`src/lzvn_pkg.sv`:
```
package lzvn_pkg;

  localparam int WIN_AW    = 16;          // history window address bits
  localparam int BPR       = 8;           // bytes per result
  localparam int LEN_W     = 9;           // run / match length bits
  localparam int DIST_W    = 16;
  localparam int CNT_W     = 4;
  localparam int FIFO_AW   = 2;           // command queue depth = 2**FIFO_AW
  localparam logic [31:0] LIMIT_RESET = 32'd65536;

  localparam logic [2:0] ST_OK       = 3'd0;
  localparam logic [2:0] ST_BAD_OP   = 3'd1;
  localparam logic [2:0] ST_BAD_DIST = 3'd2;
  localparam logic [2:0] ST_LIMIT    = 3'd3;
  localparam logic [2:0] ST_TRUNC    = 3'd4;

  // one decoded compressed byte: optional literal, then optional match
  typedef struct packed {
    logic              has_lit;
    logic [7:0]        lit;
    logic [LEN_W-1:0]  mlen;
    logic [DIST_W-1:0] distance;
    logic [2:0]        status;
    logic              ends;
  } cmd_t;

endpackage

```
`src/lzvn_cmd_fifo.sv`:
```
module lzvn_cmd_fifo (
  input  logic           clk,
  input  logic           rst_n,
  input  logic           push,
  input  lzvn_pkg::cmd_t wr_cmd,
  output logic           full,
  input  logic           pop,
  output lzvn_pkg::cmd_t rd_cmd,
  output logic           empty
);

  localparam int DEPTH = 2 ** lzvn_pkg::FIFO_AW;

  lzvn_pkg::cmd_t                 mem_r [DEPTH];
  logic [lzvn_pkg::FIFO_AW-1:0]   wp_r, rp_r;
  logic [lzvn_pkg::FIFO_AW:0]     cnt_r;

  assign full   = (cnt_r == (lzvn_pkg::FIFO_AW+1)'(DEPTH));
  assign empty  = (cnt_r == '0);
  assign rd_cmd = mem_r[rp_r];

  always_ff @(posedge clk) begin
    if (push && !full) mem_r[wp_r] <= wr_cmd;
  end

  always_ff @(posedge clk) begin
    if (!rst_n) begin
      wp_r  <= '0;
      rp_r  <= '0;
      cnt_r <= '0;
    end else begin
      if (push && !full) wp_r <= wp_r + 1'b1;
      if (pop && !empty) rp_r <= rp_r + 1'b1;
      cnt_r <= cnt_r + (lzvn_pkg::FIFO_AW+1)'(push && !full)
                     - (lzvn_pkg::FIFO_AW+1)'(pop && !empty);
    end
  end

endmodule

```
`config.mk`:
```
export PLATFORM = sky130hd
export DESIGN_NAME = lzvn_cmd_fifo
export DESIGN_NICKNAME = d
export VERILOG_FILES = /design/src/lzvn_pkg.sv /design/src/lzvn_cmd_fifo.sv
export SDC_FILE = /design/constraint.sdc
export NUM_CORES = 1
export LEC_CHECK = 0
export ABC_AREA = 1
export BUFFER_PORTS_ARGS = -buffer_cell sky130_fd_sc_hd__buf_4
export CAP_MARGIN = 20
export CORE_MARGIN = 5
export CORE_UTILIZATION = 40
export CTS_CLUSTER_SIZE = 25
export DETAILED_ROUTE_END_ITERATION = 16
export GPL_ROUTABILITY_DRIVEN = 0
export PLACE_DENSITY_LB_ADDON = 0.05
export SLEW_MARGIN = 20
export SYNTH_ARGS = -nofsm -noshare
export SYNTH_HDL_FRONTEND = slang
export SYNTH_SLANG_ARGS = --single-unit
```
`constraint.sdc`:
```
create_clock -name clk -period 3.65 [get_ports clk]
set_input_delay 0.73 -clock clk [delete_from_list [all_inputs] [get_ports clk]]
set_output_delay 0.73 -clock clk [all_outputs]
set_load 0.02 [all_outputs]
```
; ---- Word-level counts from Yosys, hierarchy flattened
; Memory sizes are Yosys's and may differ from the RTL's. A register that Yosys moved wholly into a read port is not among the register bits.
; Index checks and enable logic that the tools add are counted.
[totals]
elab_cells = 18
out_inout_bits = 40
n_memories = 1
mem_bits_rw = 152
regBits = 7
[memory_table]
columns = name, depth, word_bits, read_ports, rd_clocked_by_memory_dff, write_ports, line_no
row1 = mem_r, 4, 38, 1, 1, 1, lzvn_cmd_fifo.sv:14  ; lzvn_pkg::cmd_t mem_r [DEPTH];
[op_classes]
reduce_logical = 5
add_sub_neg = 4
n_eq_ne = 1
muxes = 4
[ops]
columns = op, count
row1 = $add 2x1->2 const B, 2
row2 = $mux 2, 2
row3 = $add 3x1->3, 1
row4 = $eq 3x3->1 const B, 1
row5 = $logic_not 3->1, 1
row6 = $sub 3x1->3, 1
row7 = $logic_and 1x1->1, 2
row8 = $logic_not 1->1, 2
row9 = $mux 1, 2

; ---- Logic depth before layout (Yosys ltp)
[depth]
ltp_word = 5
mapped_depth = 11
ltp_nobuf = 11

; ---- Worst setup path after synthesis
; Ideal clock, no wire load.
[synth_path]
path_type = input to register
from = in push
to = mem mem_r[0][0] in the netlist's numbering, enable pin
stages = 2
path_buffers = 0
required_time_ns = 3.217
arrival_ns = 2.450
setup_time_ns = 0.433
path_slack_ns = 0.766
cell_sequence = nand2_1 nor2_1
[synth_via]
elab_chain_cells = 3
[synth_lines]
columns = element, line_no
row1 = start: declaration, lzvn_cmd_fifo.sv:4  ; input logic push,
row2 = $logic_and 1x1->1, lzvn_cmd_fifo.sv:23  ; if (push && !full) mem_r[wp_r] <= wr_cmd;
row3 = $mux 1, lzvn_cmd_fifo.sv:23
row4 = $mux 1 (not written as such), lzvn_cmd_fifo.sv:23
row5 = end: declaration, lzvn_cmd_fifo.sv:14
; No other way between the ends.

==> summary.txt <==
Status
  • Outcome: completed

Clock tree
  • # resized after CTS: 0
  • TritonCTS clock tree: built
  • TritonCTS Sinks: 161
  • H-tree levels: 4
  • CTS Buf Count: 17
  • Hold-fix buffers at CTS: 0
  • Clk buf depth: 2
  • Clock transition at path regs: 0.06 ns
  • Post-CTS Setup Inserts: 0
  • Clock latency on the worst-skew pair: 0.41 ns
  • Clock root buffer: clkbuf_16

Placed design
  • Hpwl dp: 6980 um
  • Number of port buffers: 81
  • Pre-CTS WS: 1.23 ns

Yosys
  • Synth Area in XOR/XNOR: 0
  • Syn Area/Cell: 14.0 sq um
  • Cells after synthesis: 436
  • Register bit total from synthesis: 161
  • Syn. warnings: 0
  • Simple-Gate Fraction of Synth Area: 0.0658
  • Post-synth top area share: 0.746
  • Adder-cell share of the synthesized area: 0.0155
  • Synthesized net count: 485
  • Sequential element share of the synthesized area: 0.775
  • Mux contribution to synthesized area: 0
  • Top cells by area, synth: edfxtp_1 75%, o21ai_0 5.6%, nor2_1 5.4%
  • Largest family of logic cells by synthesized area: compound AO/OA/AOI/OAI gates
  • Synth cell types: 18
  • Synth area leader: edfxtp_1
  • Compound-Gate Fraction of Synth Area: 0.105
  • Post-synthesis instance area: 6120 sq um

Detailed routing
  • Vias/cell: 5.04
  • DRC: 0
  • Routed WL per cell: 17.4 um
  • Drt first pass iters: 6
  • DR iter-0 viols: 182
  • Final ANT Viol Nets: 0
  • Vias: 3630
  • Drt total wl: 12500 um

GRT
  • Grt ovf: 0
  • Vias in the first global route: 3684
  • Antenna violations before repair: 0
  • Global-route wire length before repair: 20200 um
  • Largest net degree at the start of global routing: 77
  • GRT Overall Usage: 0.149

Cells and area
  • Commonest non-fill, non-tap cell in the layout: edfxtp_1
  • Ant. Diodes: 0
  • # nets final: 568
  • Share of cells above drive strength 1: 0.241
  • Fin util: 0.502
  • Commonest non-fill, non-tap cells in the layout: 152 x edfxtp_1, 87 x buf_4, 84 x nor2_1, 68 x o21ai_0, 38 x o22ai_1
  • Area Overhead vs Synth: 23.8%

Power and ir drop
  • Gate power share: 0.252
  • PD cells: 753 nW/um^2
  • Clock network fraction of total power: 0.344
  • Seq pwr share: 0.404
  • Switch share: 0.291
  • Psw: 1.66 mW
  • Leak Pwr: 2.74 nW
  • Pint: 4.05 mW
  • Worst VDD drop: 0.000341 V

Timing
  • Hold Fails Final Rpt: 0
  • Unrepaired setup endpoints after global routing: no
  • Slew at the pin closest to its max-slew limit: 0.761 ns
  • Tcrit/Tclk final: 0.755
  • Worst clock skew: 0.00850 ns
  • Setup ws final: 0.893 ns
  • Relative slew slack: 0.493
  • Maximum clock frequency: 363 MHz
  • Fin Setup TNS: 0 ns
  • Minimum clock period: 2.76 ns
  • Setup violators final: 0
  • Fin. max-slew vios: 0

Flow run
  • Total of max-cap violations: 0

Setup path
  • CP Class: register to output port
  • Worst-path fanout max: 76
  • Data arrival, critical path: 2.03 ns
  • CP startpoint kind: register
  • Worst EP required: 2.92 ns
  • CP endpoint kind: output port

Floorplanning
  • Die H: 134 um
  • FP Rows: 45
  • I/O pin total: 82
  • Core region area: 15100 sq um
  • Initial core utilization: 0.406
  • Die area: 17900 sq um
  • Die width: 134 um

Hold path
  • Hold Crit Class: register to register
[critical path, stage by stage (launching register included)]
cell     delay (ns)
dfxtp_2        0.33
buf_4          0.60
o21ai_0        0.20
o22ai_1        0.26
buf_4          0.19
[registers in the layout, indices dropped and copies added, names as in the netlist, named ones only]
name and flops:
rp_r 2, wp_r 2, cnt_r 3, mem_r 152
[stage by stage]
stage	hold WS [ns]	area, sq um	instances	total power [mW]
2_1_floorplan	0.448	6120	436	3.24
3_3_place_gp	0.467	6900	688	3.81
3_5_place_dp	0.479	6900	688	3.82
4_1_cts	0.493	7570	720	5.79
5_1_grt	0.492	7570	720	6.00
6_report	0.491	7570	720	5.70
[logic make-up (layout without fill, tap and decap cells)]
| logic type | Yosys count | count (layout) |
|---|---|---|
| compound gates | 119 | 119 |
| fa+ha+maj | 7 | 7 |
| buf+inv | 43 | 139 |
| flops | 161 | 161 |
| simple gates | 106 | 106 |
[layer usage]
layer / up-vias / GRT usage / wire length, um
li1: 1766 / - / -
met3: 16 / 0.0412 / 397
met1: 1788 / 0.189 / 5680
met5: - / 0 / 0
met4: 0 / 0.0554 / 199
met2: 60 / 0.245 / 6250
[worst paths after layout]
kind             from            to  slack (ns)  depth (start not counted)
max          register    rd_cmd[20]        0.89                          4
min reg2reg   rp_r[0]       rp_r[0]        0.49                          2
max reg2reg  cnt_r[1]  mem_r[3][23]        1.52                          5
min           rp_r[0]       rp_r[0]        0.49                          2
[Yosys cell counts (all sizes together)]
master / instances
inv: 19
a21oi: 5
ha: 6
o22ai: 38
nand2: 14
buf: 15
nor2: 88
o21ai: 76
dfxtp: 9
clkbuf: 9
edfxtp: 152
nand3: 4
fa: 1
[area by class of cell]
type / count / area [sq um]
multi-input cells: 232 / 1170
repair buffers: 88 / 673
inverters: 19 / 71.3
clock buffers: 25 / 536
fillers: 1340 / 7510
flip-flops and latches: 161 / 4750
well taps: 188 / 235
clock inverters: 7 / 141
[power groups by stage]
stage | clock network [mW] | registers, mW | logic, mW
after floorplan | 0 | 2.34 | 0.902
after global placement | 0 | 2.34 | 1.47
after detailed placement | 0 | 2.34 | 1.47
after CTS | 2.00 | 2.31 | 1.48
after global routing | 2.09 | 2.32 | 1.59
final | 1.96 | 2.30 | 1.44
No activity file was read; power rests on OpenSTA's default activity.
