### src/lzvn_pkg.sv
package lzvn_pkg;

  localparam int WIN_AW    = 16;          // history window address bits
  localparam int BPR       = 8;           // bytes per result
  localparam int LEN_W     = 9;           // run / match length bits
  localparam int DIST_W    = 16;
  localparam int CNT_W     = 4;
  localparam int FIFO_AW   = 2;           // command queue depth = 2**FIFO_AW
  localparam logic [31:0] LIMIT_RESET = 32'd65536;

  localparam logic [2:0] ST_OK       = 3'd0;
  localparam logic [2:0] ST_BAD_OP   = 3'd1;
  localparam logic [2:0] ST_BAD_DIST = 3'd2;
  localparam logic [2:0] ST_LIMIT    = 3'd3;
  localparam logic [2:0] ST_TRUNC    = 3'd4;

  // one decoded compressed byte: optional literal, then optional match
  typedef struct packed {
    logic              has_lit;
    logic [7:0]        lit;
    logic [LEN_W-1:0]  mlen;
    logic [DIST_W-1:0] distance;
    logic [2:0]        status;
    logic              ends;
  } cmd_t;

endpackage

### src/lzvn_front.sv
module lzvn_front (
  input  logic                clk,
  input  logic                rst_n,
  input  logic                byte_valid,
  output logic                byte_ready,
  input  logic [7:0]          byte_in,
  input  logic                byte_last,
  input  logic [31:0]         limit,
  output logic                push,
  output lzvn_pkg::cmd_t      cmd,
  input  logic                q_full
);

  typedef enum logic [2:0] {P_OP, P_ONE, P_FIRST, P_SECOND, P_LIT} phase_t;

  phase_t                           phase_r, phase_nxt;
  logic [7:0]                       op_r, op_nxt, opd_r, opd_nxt;
  logic [lzvn_pkg::LEN_W-1:0]       lrem_r, lrem_nxt, mp_r, mp_nxt;
  logic [lzvn_pkg::DIST_W-1:0]      dist_r, dist_nxt;
  logic [31:0]                      prod_r, prod_nxt;
  logic                             disc_r, disc_nxt;

  logic                             take, ended, start, run, c_lit;
  logic [2:0]                       st;
  logic [lzvn_pkg::LEN_W-1:0]       s_lit, s_match, len, c_mlen;
  logic [lzvn_pkg::DIST_W-1:0]      c_dist;
  logic [2:0]                       lo;

  assign byte_ready = !q_full;
  assign take       = byte_valid && byte_ready;
  assign lo         = byte_in[2:0];

  always_comb begin
    phase_nxt = phase_r;
    op_nxt    = op_r;
    opd_nxt   = opd_r;
    lrem_nxt  = lrem_r;
    mp_nxt    = mp_r;
    dist_nxt  = dist_r;
    prod_nxt  = prod_r;
    disc_nxt  = disc_r;
    st        = lzvn_pkg::ST_OK;
    ended     = 1'b0;
    start     = 1'b0;
    run       = 1'b0;
    c_lit     = 1'b0;
    c_mlen    = '0;
    c_dist    = '0;
    s_lit     = '0;
    s_match   = '0;
    len       = '0;
    if (take && disc_r) begin
      if (byte_last) begin
        phase_nxt = P_OP;
        op_nxt    = '0;
        opd_nxt   = '0;
        lrem_nxt  = '0;
        mp_nxt    = '0;
        dist_nxt  = '0;
        prod_nxt  = '0;
        disc_nxt  = 1'b0;
      end
    end else if (take) begin
      case (phase_r)
        P_OP: begin
          if (prod_r >= limit) begin
            ended = 1'b1;
          end else begin
            op_nxt = byte_in;
            if ((byte_in >= 8'h70 && byte_in <= 8'h7f) ||
                (byte_in >= 8'hd0 && byte_in <= 8'hdf)) begin
              st = lzvn_pkg::ST_BAD_OP;
            end else if (byte_in >= 8'ha0 && byte_in <= 8'hbf) begin
              phase_nxt = P_FIRST;
            end else if (byte_in == 8'he0 || byte_in == 8'hf0) begin
              phase_nxt = P_ONE;
            end else if (byte_in >= 8'he1 && byte_in <= 8'hef) begin
              start = 1'b1;
              s_lit = lzvn_pkg::LEN_W'(byte_in[3:0]);
            end else if (byte_in >= 8'hf1) begin
              mp_nxt = lzvn_pkg::LEN_W'(byte_in[3:0]);
              run    = 1'b1;
            end else if (lo == 3'd7) begin
              phase_nxt = P_FIRST;
            end else if (lo == 3'd6) begin
              if (byte_in >= 8'h40) begin
                start   = 1'b1;
                s_lit   = lzvn_pkg::LEN_W'(byte_in[7:6]);
                s_match = lzvn_pkg::LEN_W'(byte_in[5:3]) + lzvn_pkg::LEN_W'(3);
              end else if (byte_in == 8'h06) begin
                ended = 1'b1;                  // end-of-stream opcode
              end else if (byte_in != 8'h0e && byte_in != 8'h16) begin
                st = lzvn_pkg::ST_BAD_OP;      // no-ops pass quietly
              end
            end else begin
              phase_nxt = P_ONE;
            end
          end
        end
        P_ONE: begin
          if (op_r == 8'he0) begin
            start = 1'b1;
            s_lit = lzvn_pkg::LEN_W'(byte_in) + lzvn_pkg::LEN_W'(16);
          end else if (op_r == 8'hf0) begin
            mp_nxt = lzvn_pkg::LEN_W'(byte_in) + lzvn_pkg::LEN_W'(16);
            run    = 1'b1;
          end else begin
            dist_nxt = {5'd0, op_r[2:0], byte_in};
            start    = 1'b1;
            s_lit    = lzvn_pkg::LEN_W'(op_r[7:6]);
            s_match  = lzvn_pkg::LEN_W'(op_r[5:3]) + lzvn_pkg::LEN_W'(3);
          end
        end
        P_FIRST: begin
          opd_nxt   = byte_in;
          phase_nxt = P_SECOND;
        end
        P_SECOND: begin
          start = 1'b1;
          if (op_r >= 8'ha0 && op_r <= 8'hbf) begin
            dist_nxt = {2'd0, byte_in, opd_r[7:2]};
            s_lit    = lzvn_pkg::LEN_W'(op_r[4:3]);
            s_match  = lzvn_pkg::LEN_W'({op_r[2:0], opd_r[1:0]}) + lzvn_pkg::LEN_W'(3);
          end else begin
            dist_nxt = {byte_in, opd_r};
            s_lit    = lzvn_pkg::LEN_W'(op_r[7:6]);
            s_match  = lzvn_pkg::LEN_W'(op_r[5:3]) + lzvn_pkg::LEN_W'(3);
          end
        end
        P_LIT: begin
          c_lit    = 1'b1;
          prod_nxt = prod_r + 32'd1;
          if (lrem_r != '0) lrem_nxt = lrem_r - lzvn_pkg::LEN_W'(1);
          if (lrem_nxt == '0) run = 1'b1;
        end
        default: phase_nxt = P_OP;
      endcase

      if (start) begin
        mp_nxt = s_match;
        if (s_lit != '0) begin
          if ({1'b0, prod_nxt} + 33'(s_lit) > {1'b0, limit}) begin
            st = lzvn_pkg::ST_LIMIT;
          end else begin
            lrem_nxt  = s_lit;
            phase_nxt = P_LIT;
          end
        end else begin
          run = 1'b1;
        end
      end

      if (run) begin
        len       = mp_nxt;
        mp_nxt    = '0;
        phase_nxt = P_OP;
        if (len != '0) begin
          if (dist_nxt == '0 || 32'(dist_nxt) > prod_nxt) begin
            st = lzvn_pkg::ST_BAD_DIST;
          end else if ({1'b0, prod_nxt} + 33'(len) > {1'b0, limit}) begin
            st = lzvn_pkg::ST_LIMIT;
          end else begin
            c_mlen   = len;
            c_dist   = dist_nxt;       // taken before an end clears the state
            prod_nxt = prod_nxt + 32'(len);
          end
        end
      end

      if (st != lzvn_pkg::ST_OK) ended = 1'b1;
      if (!ended && byte_last) begin
        ended = 1'b1;
        st    = (phase_nxt != P_OP) ? lzvn_pkg::ST_TRUNC : lzvn_pkg::ST_OK;
      end
      if (ended) begin
        if (byte_last) begin
          phase_nxt = P_OP;
          op_nxt    = '0;
          opd_nxt   = '0;
          lrem_nxt  = '0;
          mp_nxt    = '0;
          dist_nxt  = '0;
          prod_nxt  = '0;
        end else begin
          disc_nxt = 1'b1;
        end
      end
    end
  end

  assign push         = take && !disc_r && (c_lit || c_mlen != '0 || ended);
  assign cmd.has_lit  = c_lit;
  assign cmd.lit      = byte_in;
  assign cmd.mlen     = c_mlen;
  assign cmd.distance = c_dist;
  assign cmd.status   = st;
  assign cmd.ends     = ended;

  always_ff @(posedge clk) begin
    if (!rst_n) begin
      phase_r <= P_OP;
      op_r    <= '0;
      opd_r   <= '0;
      lrem_r  <= '0;
      mp_r    <= '0;
      dist_r  <= '0;
      prod_r  <= '0;
      disc_r  <= 1'b0;
    end else begin
      phase_r <= phase_nxt;
      op_r    <= op_nxt;
      opd_r   <= opd_nxt;
      lrem_r  <= lrem_nxt;
      mp_r    <= mp_nxt;
      dist_r  <= dist_nxt;
      prod_r  <= prod_nxt;
      disc_r  <= disc_nxt;
    end
  end

endmodule

### config.mk
export PLATFORM = sky130hd
export DESIGN_NAME = lzvn_front
export DESIGN_NICKNAME = d
export VERILOG_FILES = /design/src/lzvn_pkg.sv /design/src/lzvn_front.sv
export SDC_FILE = /design/constraint.sdc
export NUM_CORES = 1
export LEC_CHECK = 0
export BUFFER_PORTS_ARGS = -buffer_cell sky130_fd_sc_hd__clkbuf_2
export CAP_MARGIN = 10
export CORE_MARGIN = 4
export CORE_UTILIZATION = 63
export DETAILED_ROUTE_END_ITERATION = 8
export PLACE_DENSITY = 0.89
export SETUP_SLACK_MARGIN = 0.05
export SYNTH_ARGS = -nofsm -noshare
export SYNTH_HDL_FRONTEND = slang
export SYNTH_SLANG_ARGS = --single-unit
export TNS_END_PERCENT = 30
### constraint.sdc
create_clock -name clk -period 9.6 [get_ports clk]
set_input_delay 0.48 -clock clk [delete_from_list [all_inputs] [get_ports clk]]
set_output_delay 0.48 -clock clk [all_outputs]
set_load 0.01 [all_outputs]
; ---- Word level (Yosys, flattened, before mapping)
; Index checks and enable logic that the tools add are counted.
[totals]
register_bits = 86
latchBits = 0
mem_bits_rw = 0
rom_bits = 0
inputBits = 45
output_inout_bits = 40
word_cells = 286
mem_count = 0
[classes]
addsub = 9
mul = 0
div_mod_pow = 0
order_cmp = 16
eq_ne = 15
shift = 0
n_mux = 205
bitwise_logic = 0
reduce_logical = 33
[ops]
columns = cell, n
row1 = two-way mux 32 bit, 12
row2 = two-way mux 9 bit, 38
row3 = two-way mux 16 bit, 16
row4 = two-way mux 3 bit, 32
row5 = two-way mux 8 bit, 12
row6 = adder 32 x 9 -> 33 bit, 2
row7 = greater-than comparator 33 x 32 -> 1 bit, 2
row8 = two-way mux 1 bit, 65
row9 = two-way mux 4 bit, 16
row10 = >= comparator 8 bit (second input constant), 5
row11 = nonzero test 9 bit, 4
row12 = adder 32 x 1 -> 32 bit (second input constant), 1
row13 = adder 32 x 9 -> 32 bit, 1
row14 = == test 8 bit (second input constant), 4
row15 = >= comparator 32 bit, 1
row16 = greater-than comparator 16 x 32 -> 1 bit, 1
row17 = <= comparator 8 bit (second input constant), 4
row18 = one-hot mux 16 bit (2 select lines), 1
row19 = one-hot mux 9 bit (3 select lines), 1
row20 = one-hot mux 6 bit (3 select lines), 1
row21 = one-hot mux 9 bit (2 select lines), 1
row22 = >= comparator 8 x 7 -> 1 bit (second input constant), 2
row23 = zero test 16 bit, 1
row24 = two-way mux 2 bit, 6
row25 = 26 further kinds, 49

; ---- Depth between registers and ports, before layout
; Gate-level depths: netlist of run 1.
[logic_depth]
word_depth = 37
depth_mapped = 38
mapped_depth_nobuf = 34

; ---- Worst setup path after synthesis of run 1
; Ideal clock, no wire load.
[synth_timing]
path_kind = input-to-output
startpoint = input byte_in[5]
endpoint = output cmd[11] (netlist bit)
arrival_ns = 7.481
t_required_ns = 9.120
slack_ns = 1.639
path_stages = 36
n_path_buf = 5
cell_sequence = clkbuf_1 > inv_1 > ha_1 > o21ba_2 > a221oi_1 > a221oi_1 > o21ai_0 > o31ai_1 > clkbuf_1 > nand2_1 > o21ai_0 > inv_1 > ha_1 > inv_1 > fa_1 > nor2b_1 > o31a_1 > o31a_1 > o41ai_1 > and3b_1 > and2_1 > xnor2_1 > ha_1 > nand4_1 > nor3_1 > a221o_1 > o31ai_1 > a21oi_1 > a41oi_1 > nor2b_1 > buf_2 > and2_1 > buf_2 > nand2_1 > buf_2 > nor3_1
[synth_rtl]
columns = item, line
row1 = start: declaration, lzvn_front.sv:6  ; input logic [7:0] byte_in,
row2 = end: declaration, lzvn_front.sv:10  ; output lzvn_pkg::cmd_t cmd,

; ---- Worst setup path in the final report of run 1
[layout_timing]
startpoint = register prod_r[30]
endpoint = output push
[layout_via]
elab_chain_len = 29
word_cells_on_any_way = 68
cone_classes = add/sub: 3 / order compare: 4 / mux: 51 / reduce/logical: 10
[layout_lines]
columns = item, line
row1 = start: declaration, lzvn_front.sv:20  ; logic [31:0] prod_r, prod_nxt;
row2 = start signal: assignment, lzvn_front.sv:216  ; prod_r <= prod_nxt;
row3 = >= comparator 32 bit, lzvn_front.sv:66  ; if (prod_r >= limit) begin
row4 = two-way mux 4 bit or two-way mux 1 bit (tied branches), lzvn_front.sv:66
row5 = one-hot mux 9 bit (3 select lines) or one-hot mux 1 bit (3 select lines) (tied branches), lzvn_front.sv:64  ; case (phase_r)
row6 = two-way mux 9 bit or two-way mux 1 bit (tied branches), lzvn_front.sv:63  ; end else if (take) begin
row7 = two-way mux 9 bit or two-way mux 1 bit (tied branches), lzvn_front.sv:52  ; if (take && disc_r) begin
row8 = adder 32 x 9 -> 33 bit or two-way mux 9 bit (tied branches), "lzvn_front.sv:142, lzvn_front.sv:139"
row9 = greater-than comparator 33 x 32 -> 1 bit or two-way mux 9 bit (tied branches), "lzvn_front.sv:142, lzvn_front.sv:63"
row10 = two-way mux 3 bit or two-way mux 9 bit (tied branches), "lzvn_front.sv:142, lzvn_front.sv:52"
row11 = [... 13 more ...], -
row12 = logical AND 1 bit, lzvn_front.sv:171  ; if (!ended && byte_last) begin
row13 = two-way mux 1 bit, lzvn_front.sv:171
row14 = two-way mux 1 bit, lzvn_front.sv:63
row15 = two-way mux 1 bit, lzvn_front.sv:52
row16 = two-way mux 1 bit, lzvn_front.sv:63
row17 = two-way mux 1 bit, lzvn_front.sv:52
row18 = logical OR 1 bit (*), lzvn_front.sv:191  ; assign push = take && !disc_r && (c_lit || c_mlen != '0 || ended);
row19 = logical AND 1 bit (*), lzvn_front.sv:191
row20 = end: declaration, lzvn_front.sv:9  ; output logic push,
; Every way passes the cells marked *; elsewhere a longest branch is shown, timed or not. The select of a mux whose other input is x is not followed.

==> results of run 1 <==
-- per-layer routing --
metal	global-route usage [%]	up-vias
met5	0	-
met2	66.3	846
met4	26.3	0
met1	51.9	6052
met3	8.82	230
li1	-	5919
-- registers in the layout, summed over array words and instances (netlist names) --
| register | cells |
|---|---|
| prod_r | 32 |
| op_r | 8 |
| disc_r | 1 |
| opd_r | 8 |
| dist_r | 16 |
| phase_r | 3 |
| lrem_r | 9 |
| mp_r | 9 |
-- stage by stage --
step / instance area, sq um / cells / setup WS (ns) / hold slack (ns)
CTS: 12400 / 1847 / 0.0886 / 0.466
global placement: 12100 / 1831 / 0.460 / 0.440
floorplan: 11500 / 1584 / 1.64 / 0.424
detailed placement: 12100 / 1831 / 0.349 / 0.449
global route: 12400 / 1847 / 0.0540 / 0.494
finish: 12400 / 1847 / 0.464 / 0.468
-- area by class of cell --
type | count | area, sq um
clock inverters | 7 | 71.3
clock buffers | 9 | 225
repair buffers | 116 | 664
well taps | 229 | 287
flip-flops and latches | 86 | 1720
fillers | 1561 | 5530
inverters | 94 | 353
multi-input cells | 1306 | 9110
-- power breakdown --
part | internal (mW) | total, mW | switching [mW]
registers | 0.358 | 0.362 | 0.00416
clock network | 0.185 | 0.378 | 0.194
logic | 0.0656 | 0.203 | 0.138
-- placed cells by master, fill, tap and decap left out, types with 9 or more instances in the layout --
cell type / instances
a211oi_1: 10
a21o_1: 24
a21oi_1: 86
a22oi_1: 38
a31oi_1: 21
a32o_1: 12
and2_1: 18
and3_1: 25
buf_4: 31
clkbuf_16: 9
clkbuf_2: 84
dfxtp_1: 86
ha_1: 138
inv_1: 92
mux2i_1: 21
nand2_1: 129
nand2b_1: 21
nand3_1: 58
nand3b_1: 13
nand4_1: 44
nor2_1: 144
nor2b_1: 13
nor3_1: 35
nor4_1: 20
o211ai_1: 9
o21a_1: 13
o21ai_0: 76
o22ai_1: 25
o31ai_1: 10
or2_2: 10
or3_1: 19
or4_1: 11
xnor2_1: 72
xor2_1: 32
-- path summary, 6_finish.rpt --
check               endpoint  cells after the start  slack (ns)
hold reg to reg    lrem_r[7]                      1        0.47
setup reg to reg  prod_r[24]                     33        0.92
setup / recovery        push                     33        0.46
hold / removal     lrem_r[7]                      1        0.47
-- critical path: cells and delay by family (launching register included) --
kind	cells	cell delay (ns)
xor+xnor	1	0.24
fa+ha+maj	4	1.09
buf+inv	3	0.31
mux	1	0.31
compound gates	13	3.32
flops	1	0.45
simple gates	11	2.59
-- cell families after synthesis --
family | Yosys count | synth area share, %
compound gates | 419 | 24.6
mux | 28 | 2.50
xor+xnor | 105 | 8.03
flops | 86 | 14.9
buf+inv | 192 | 6.64
simple gates | 611 | 27.7
fa+ha+maj | 143 | 15.6
-- what timing repair did --
action                                  4_1_cts  5_1_grt
endpoints found under the setup margin        0       28
hold endpoints to repair                      0        0
gates resized for setup                       0        9
==> impl_metrics.py, run 1 <==
metrics = {
    "routing": {
        "drcViolationCount": 0,
        "avgRoutedWirePerCell_microns": 23.6,
        "ant_nets": 0,
        "routedLengthMet1_microns": 16700,
        "vias_per_cell": 7.06,
        "first_iter_violations": 1630,
        "routed.top_layer": "met4",
        "dr_wl_met3_microns": 4460,
        "wl_met2_microns": 19100,
        "drt-total-wl_microns": 43700,
        "via_count": 13000,
        "dr.pass1.iters": 6,
    },
    "place": {
        "place_congestion": 1.07,
        "numPortBuffers": 84,
        "dp_hpwl_microns": 33900,
    },
    "logic_synthesis": {
        "syn-num-nets": 1769,
        "synth_commonest_cells": "145 x nor2_1, 138 x ha_1, 130 x nand2_1, 92 x inv_1",
        "ys_seq_area_share_pct": 14.9,
        "ys_types": 90,
        "yosysWarnings": 0,
        "synth_async_sr_flop_share_pct": 0,
        "syn_inst": 1584,
        "netlist.area_leader.share_pct": 15.0,
        "synth_ff_type": "dfxtp_1",
        "postSynthAreaPerCell_sq_um": 7.29,
        "synth_area_sq_um": 11500,
        "yosys.area.top_type": "ha_1",
        "synth.most_common_cell": "nor2_1",
        "synth.area.top_cells": "ha_1 15%, dfxtp_1 15%, xnor2_1 5.5%",
        "synth_edf_count": 0,
        "synth-seq-cells": 86,
    },
    "clocking": {
        "cts-root-buf": "clkbuf_16",
        "cts_hold_buffers": 0,
        "postCtsSetupRepairBufs": 0,
        "cts_tree": "done",
        "h-tree-depth": 3,
        "numCtsBuffers": 9,
        "clock_latency_ns": 0.37,
        "ctsLongestPathBuffers": 2,
        "cts.clk_slew.worst_paths_ns": 0.08,
        "cts_sinks": 86,
    },
    "grt": {
        "grt_pass1_vias": 12300,
        "antenna_found_initial": 0,
        "grt_max_degree": 40,
        "grt_first_pass_wirelength_microns": 67800,
        "grtUsageTotal_pct": 41.9,
        "grt-ovfl-total": 0,
    },
    "sta": {
        "period_needed_ns": 9.14,
        "slew_headroom_pct": 21.4,
        "grt_setup_unrepaired": "false",
        "maxSlewViolCount": 0,
        "setup_viol": 0,
        "setup-tns-final_ns": 0,
        "fin_crit_sh_pct": 95.2,
        "tightestPinTransition_ns": 1.17,
        "clock_skew_ns": 0.0139,
        "fmax_mhz": 109,
        "hold_violations": 0,
    },
    "worst_setup_path": {
        "setup.worst_path.start": "prod_r[30]",
        "critPathMaxStageDelay_ns": 0.65,
        "timing.rr.start": "prod_r[30]",
        "slowest_stage": "or4_1",
        "critPathCaptureType": "primary output",
        "crit_fanout": 7,
        "crit_top_cell": "ha_1",
        "cp.arrival_ns": 8.66,
        "required_ns": 9.12,
        "start_kind": "register",
        "criticalPathCategory": "reg -> out",
    },
    "power": {
        "vdd_drop_max_v": 0.000109,
        "leakage_nw": 5.22,
        "total_power_mw": 0.944,
        "cellPowerDensity_nw_per_um2": 75.9,
    },
    "final_layout": {
        "nets": 1798,
        "area_growth_pct": 7.73,
        "fin_util_pct": 69.2,
        "diodes": 0,
        "drive_gt1_share_pct": 11.1,
    },
    "floorplanning": {
        "die_h_microns": 143,
        "coreArea_sq_um": 18000,
        "dieArea_sq_um": 20600,
        "rows": 49,
        "initial_utilization_pct": 64.3,
        "fp.dieW_microns": 143,
        "io_pins": 85,
    },
    "run": {
        "max-cap-violations": 0,
    },
    "worst_hold_path": {
        "hp-start": "lrem_r[7]",
        "hp-class": "reg -> reg",
    },
    "outcome": {
        "outcome": "complete, no violations",
    },
}
(Power assumes the default switching activity.)
==> run 2: changes to the inputs <==
--- a/config.mk
+++ b/config.mk
@@ -5,6 +5,7 @@
 export SDC_FILE = /design/constraint.sdc
 export NUM_CORES = 1
 export LEC_CHECK = 0
+export ABC_AREA = 1
 export BUFFER_PORTS_ARGS = -buffer_cell sky130_fd_sc_hd__clkbuf_2
 export CAP_MARGIN = 10
 export CORE_MARGIN = 4
@@ -12,6 +13,7 @@
 export DETAILED_ROUTE_END_ITERATION = 8
 export PLACE_DENSITY = 0.89
 export SETUP_SLACK_MARGIN = 0.05
+export SKIP_LAST_GASP = 1
 export SYNTH_ARGS = -nofsm -noshare
 export SYNTH_HDL_FRONTEND = slang
 export SYNTH_SLANG_ARGS = --single-unit
==> run 2 against run 1 <==
Power rose by 4.3%. Non-clock buffer count decreased by 26. Core utilization shrank 0.44 points. Sequential share of layout area fell by 0.64 points. Register-to-register slack better by 0.35 ns. Area after synthesis rose by 6.5%. Maximum frequency grew 3.3%. Global-route usage shrank 2.2 points. Critical path type is now in -> out. Highest routed layer is now met5.
==> impl_metrics.py, run 2 <==
metrics = {
    "outcome": {
        "outcome": "complete, no violations",
    },
    "floorplanning": {
        "io_pins": 85,
        "fp.dieW_microns": 148,
        "coreArea_sq_um": 19000,
        "die_h_microns": 148,
        "rows": 50,
        "dieArea_sq_um": 21800,
        "initial_utilization_pct": 64.9,
    },
    "final_layout": {
        "largest_register_ffs": 32,
        "area_growth_pct": 6.07,
        "diodes": 0,
        "layout_commonest_cell": "nand2_1",
        "drive_gt1_share_pct": 10.5,
        "nets": 2238,
        "layout_common_cells": "460 x nand2_1, 285 x inv_1, 205 x nor2_1, 187 x a21oi_1, 138 x ha_1",
        "regMostFlops": "prod_r",
        "fin_util_pct": 68.8,
        "reg_top3": "prod_r (32), dist_r (16)",
    },
    "logic_synthesis": {
        "ys_seq_area_share_pct": 14.0,
        "synth_commonest_cells": "461 x nand2_1, 287 x inv_1, 207 x nor2_1, 187 x a21oi_1, 138 x ha_1",
        "syn-num-nets": 2200,
        "postSynthAreaPerCell_sq_um": 6.10,
        "synth-seq-cells": 86,
        "ys_types": 67,
        "synth_ff_type": "dfxtp_1",
        "synth_edf_count": 0,
        "synth.most_common_cell": "nand2_1",
        "syn_inst": 2015,
        "synth_area_sq_um": 12300,
        "synth.area.top_cells": "nand2_1 14%, ha_1 14%, dfxtp_1 14%",
        "netlist.area_leader.share_pct": 14.1,
        "yosys.area.top_type": "nand2_1",
        "synth_async_sr_flop_share_pct": 0,
        "yosysWarnings": 0,
    },
    "clocking": {
        "clock_latency_ns": 0.36,
        "cts_tree": "done",
        "h-tree-depth": 3,
        "numCtsBuffers": 9,
        "cts_sinks": 86,
        "ctsLongestPathBuffers": 2,
        "cts-root-buf": "clkbuf_16",
        "cts.clk_slew.worst_paths_ns": 0.07,
    },
    "worst_setup_path": {
        "crit_family": "simple AND/OR/NAND/NOR gates",
        "crit_fanout": 24,
        "criticalPathCategory": "in -> out",
        "required_ns": 9.12,
        "cp.arrival_ns": 8.36,
        "critPathMaxStageDelay_ns": 0.42,
        "crit_buf_inv": 8,
        "critPathCaptureType": "primary output",
        "start_kind": "primary input",
        "crit_top_cell": "nand2_1",
        "slowest_stage": "nor2_1",
    },
    "place": {
        "numPortBuffers": 84,
        "place_congestion": 1.06,
        "dp_hpwl_microns": 35700,
    },
    "grt": {
        "grt_max_degree": 85,
        "grt_first_pass_wirelength_microns": 69300,
        "grtUsageTotal_pct": 39.7,
        "antenna_found_initial": 1,
        "grt_pass1_vias": 13000,
        "grt-ovfl-total": 0,
    },
    "sta": {
        "fin_crit_sh_pct": 92.1,
        "fmax_mhz": 113,
        "clock_skew_ns": 0.0106,
        "grt_setup_unrepaired": "false",
        "hold_violations": 0,
        "tightestPinTransition_ns": 0.998,
        "slew_headroom_pct": 33.5,
        "period_needed_ns": 8.84,
        "setup_viol": 0,
        "maxSlewViolCount": 0,
        "setup-tns-final_ns": 0,
    },
    "routing": {
        "via_count": 14100,
        "first_iter_violations": 1915,
        "ant_nets": 0,
        "dr.pass1.iters": 8,
        "drcViolationCount": 0,
        "drt-total-wl_microns": 44500,
        "vias_per_cell": 6.10,
        "avgRoutedWirePerCell_microns": 19.2,
    },
    "power": {
        "cellPowerDensity_nw_per_um2": 75.5,
        "vdd_drop_max_v": 0.000102,
        "leakage_nw": 6.38,
    },
    "run": {
        "max-cap-violations": 0,
    },
    "worst_hold_path": {
        "hp-class": "in -> reg",
    },
}
-- run 2: metrics by stage --
| step | cells | hold WS (ns) | power (mW) | setup WS (ns) | cell area [sq um] |
|---|---|---|---|---|---|
| 5_1_grt | 2318 | 0.418 | 1.02 | 0.238 | 13000 |
| 4_1_cts | 2318 | 0.394 | 0.973 | 0.965 | 13000 |
| 3_5_place_dp | 2302 | 0.457 | 0.615 | 0.980 | 12700 |
| 6_report | 2318 | 0.398 | 0.985 | 0.758 | 13000 |
| 3_3_place_gp | 2302 | 0.452 | 0.610 | 1.03 | 12700 |
| 2_1_floorplan | 2015 | 0.445 | 0.543 | 3.20 | 12300 |
-- run 2: report_power, final --
part	total [mW]	switching, mW	internal, mW
clock network	0.368	0.169	0.199
logic	0.251	0.179	0.0723
registers	0.365	0.00523	0.360
total	0.985	0.353	0.631
-- run 2: cells by family (layout without fill, tap and decap cells) --
kind of cell,count (synthesis),count (layout),synth area share [%]
adders and majority gates,140,140,14.4
DFF,86,86,14.0
buffers and inverters,371,414,12.3
xor gates and xnor gates,84,84,6.84
AOI/OAI and AO/OA,399,399,18.1
and+or+nand+nor,935,935,34.4
-- run 2: layout make-up --
class	instances	area (sq um)
clock buffer	13	270
clock inverter	3	25.0
fill	1705	5920
inverter	308	1160
multi-input combinational	1558	9070
sequential	86	1720
tap	260	325
timing repair buffer	90	465
-- run 2: layer usage --
| layer | share of wire [%] | vias to the layer above | routed length, microns | track usage (%) |
|---|---|---|---|---|
| met3 | 12 | 148 | 5380 | 7.94 |
| li1 | - | 6661 | - | - |
| met2 | 42 | 900 | 18800 | 60.3 |
| met5 | 0.029 | - | 13 | 0 |
| met1 | 41 | 6438 | 18300 | 55.5 |
| met4 | 4.4 | 2 | 1970 | 14.8 |
-- run 2: timing repair --
action / CTS / global route
setup buffers: 0 / 0
endpoints found under the setup margin: 0 / 23
gates resized for setup: 0 / 2
hold buffers: 0 / 0
-- run 2: worst paths after layout --
check	start	endpoint	slack [ns]	cells after the start
worst max-delay path	byte_in[4]	cmd[13]	0.76	50
worst min register to register	dist_r[12]	dist_r[12]	0.47	2
worst min-delay path	rst_n	opd_r[5]	0.40	3
worst max register to register	prod_r[18]	prod_r[9]	1.27	45
-- run 2: worst reg2reg max path: cells and delay by family, from the launching register on --
kind / cells / cell delay (ns)
flops: 1 / 0.51
compound gates: 7 / 1.92
fa+ha+maj: 4 / 1.17
buf+inv: 7 / 0.84
simple gates: 27 / 3.82
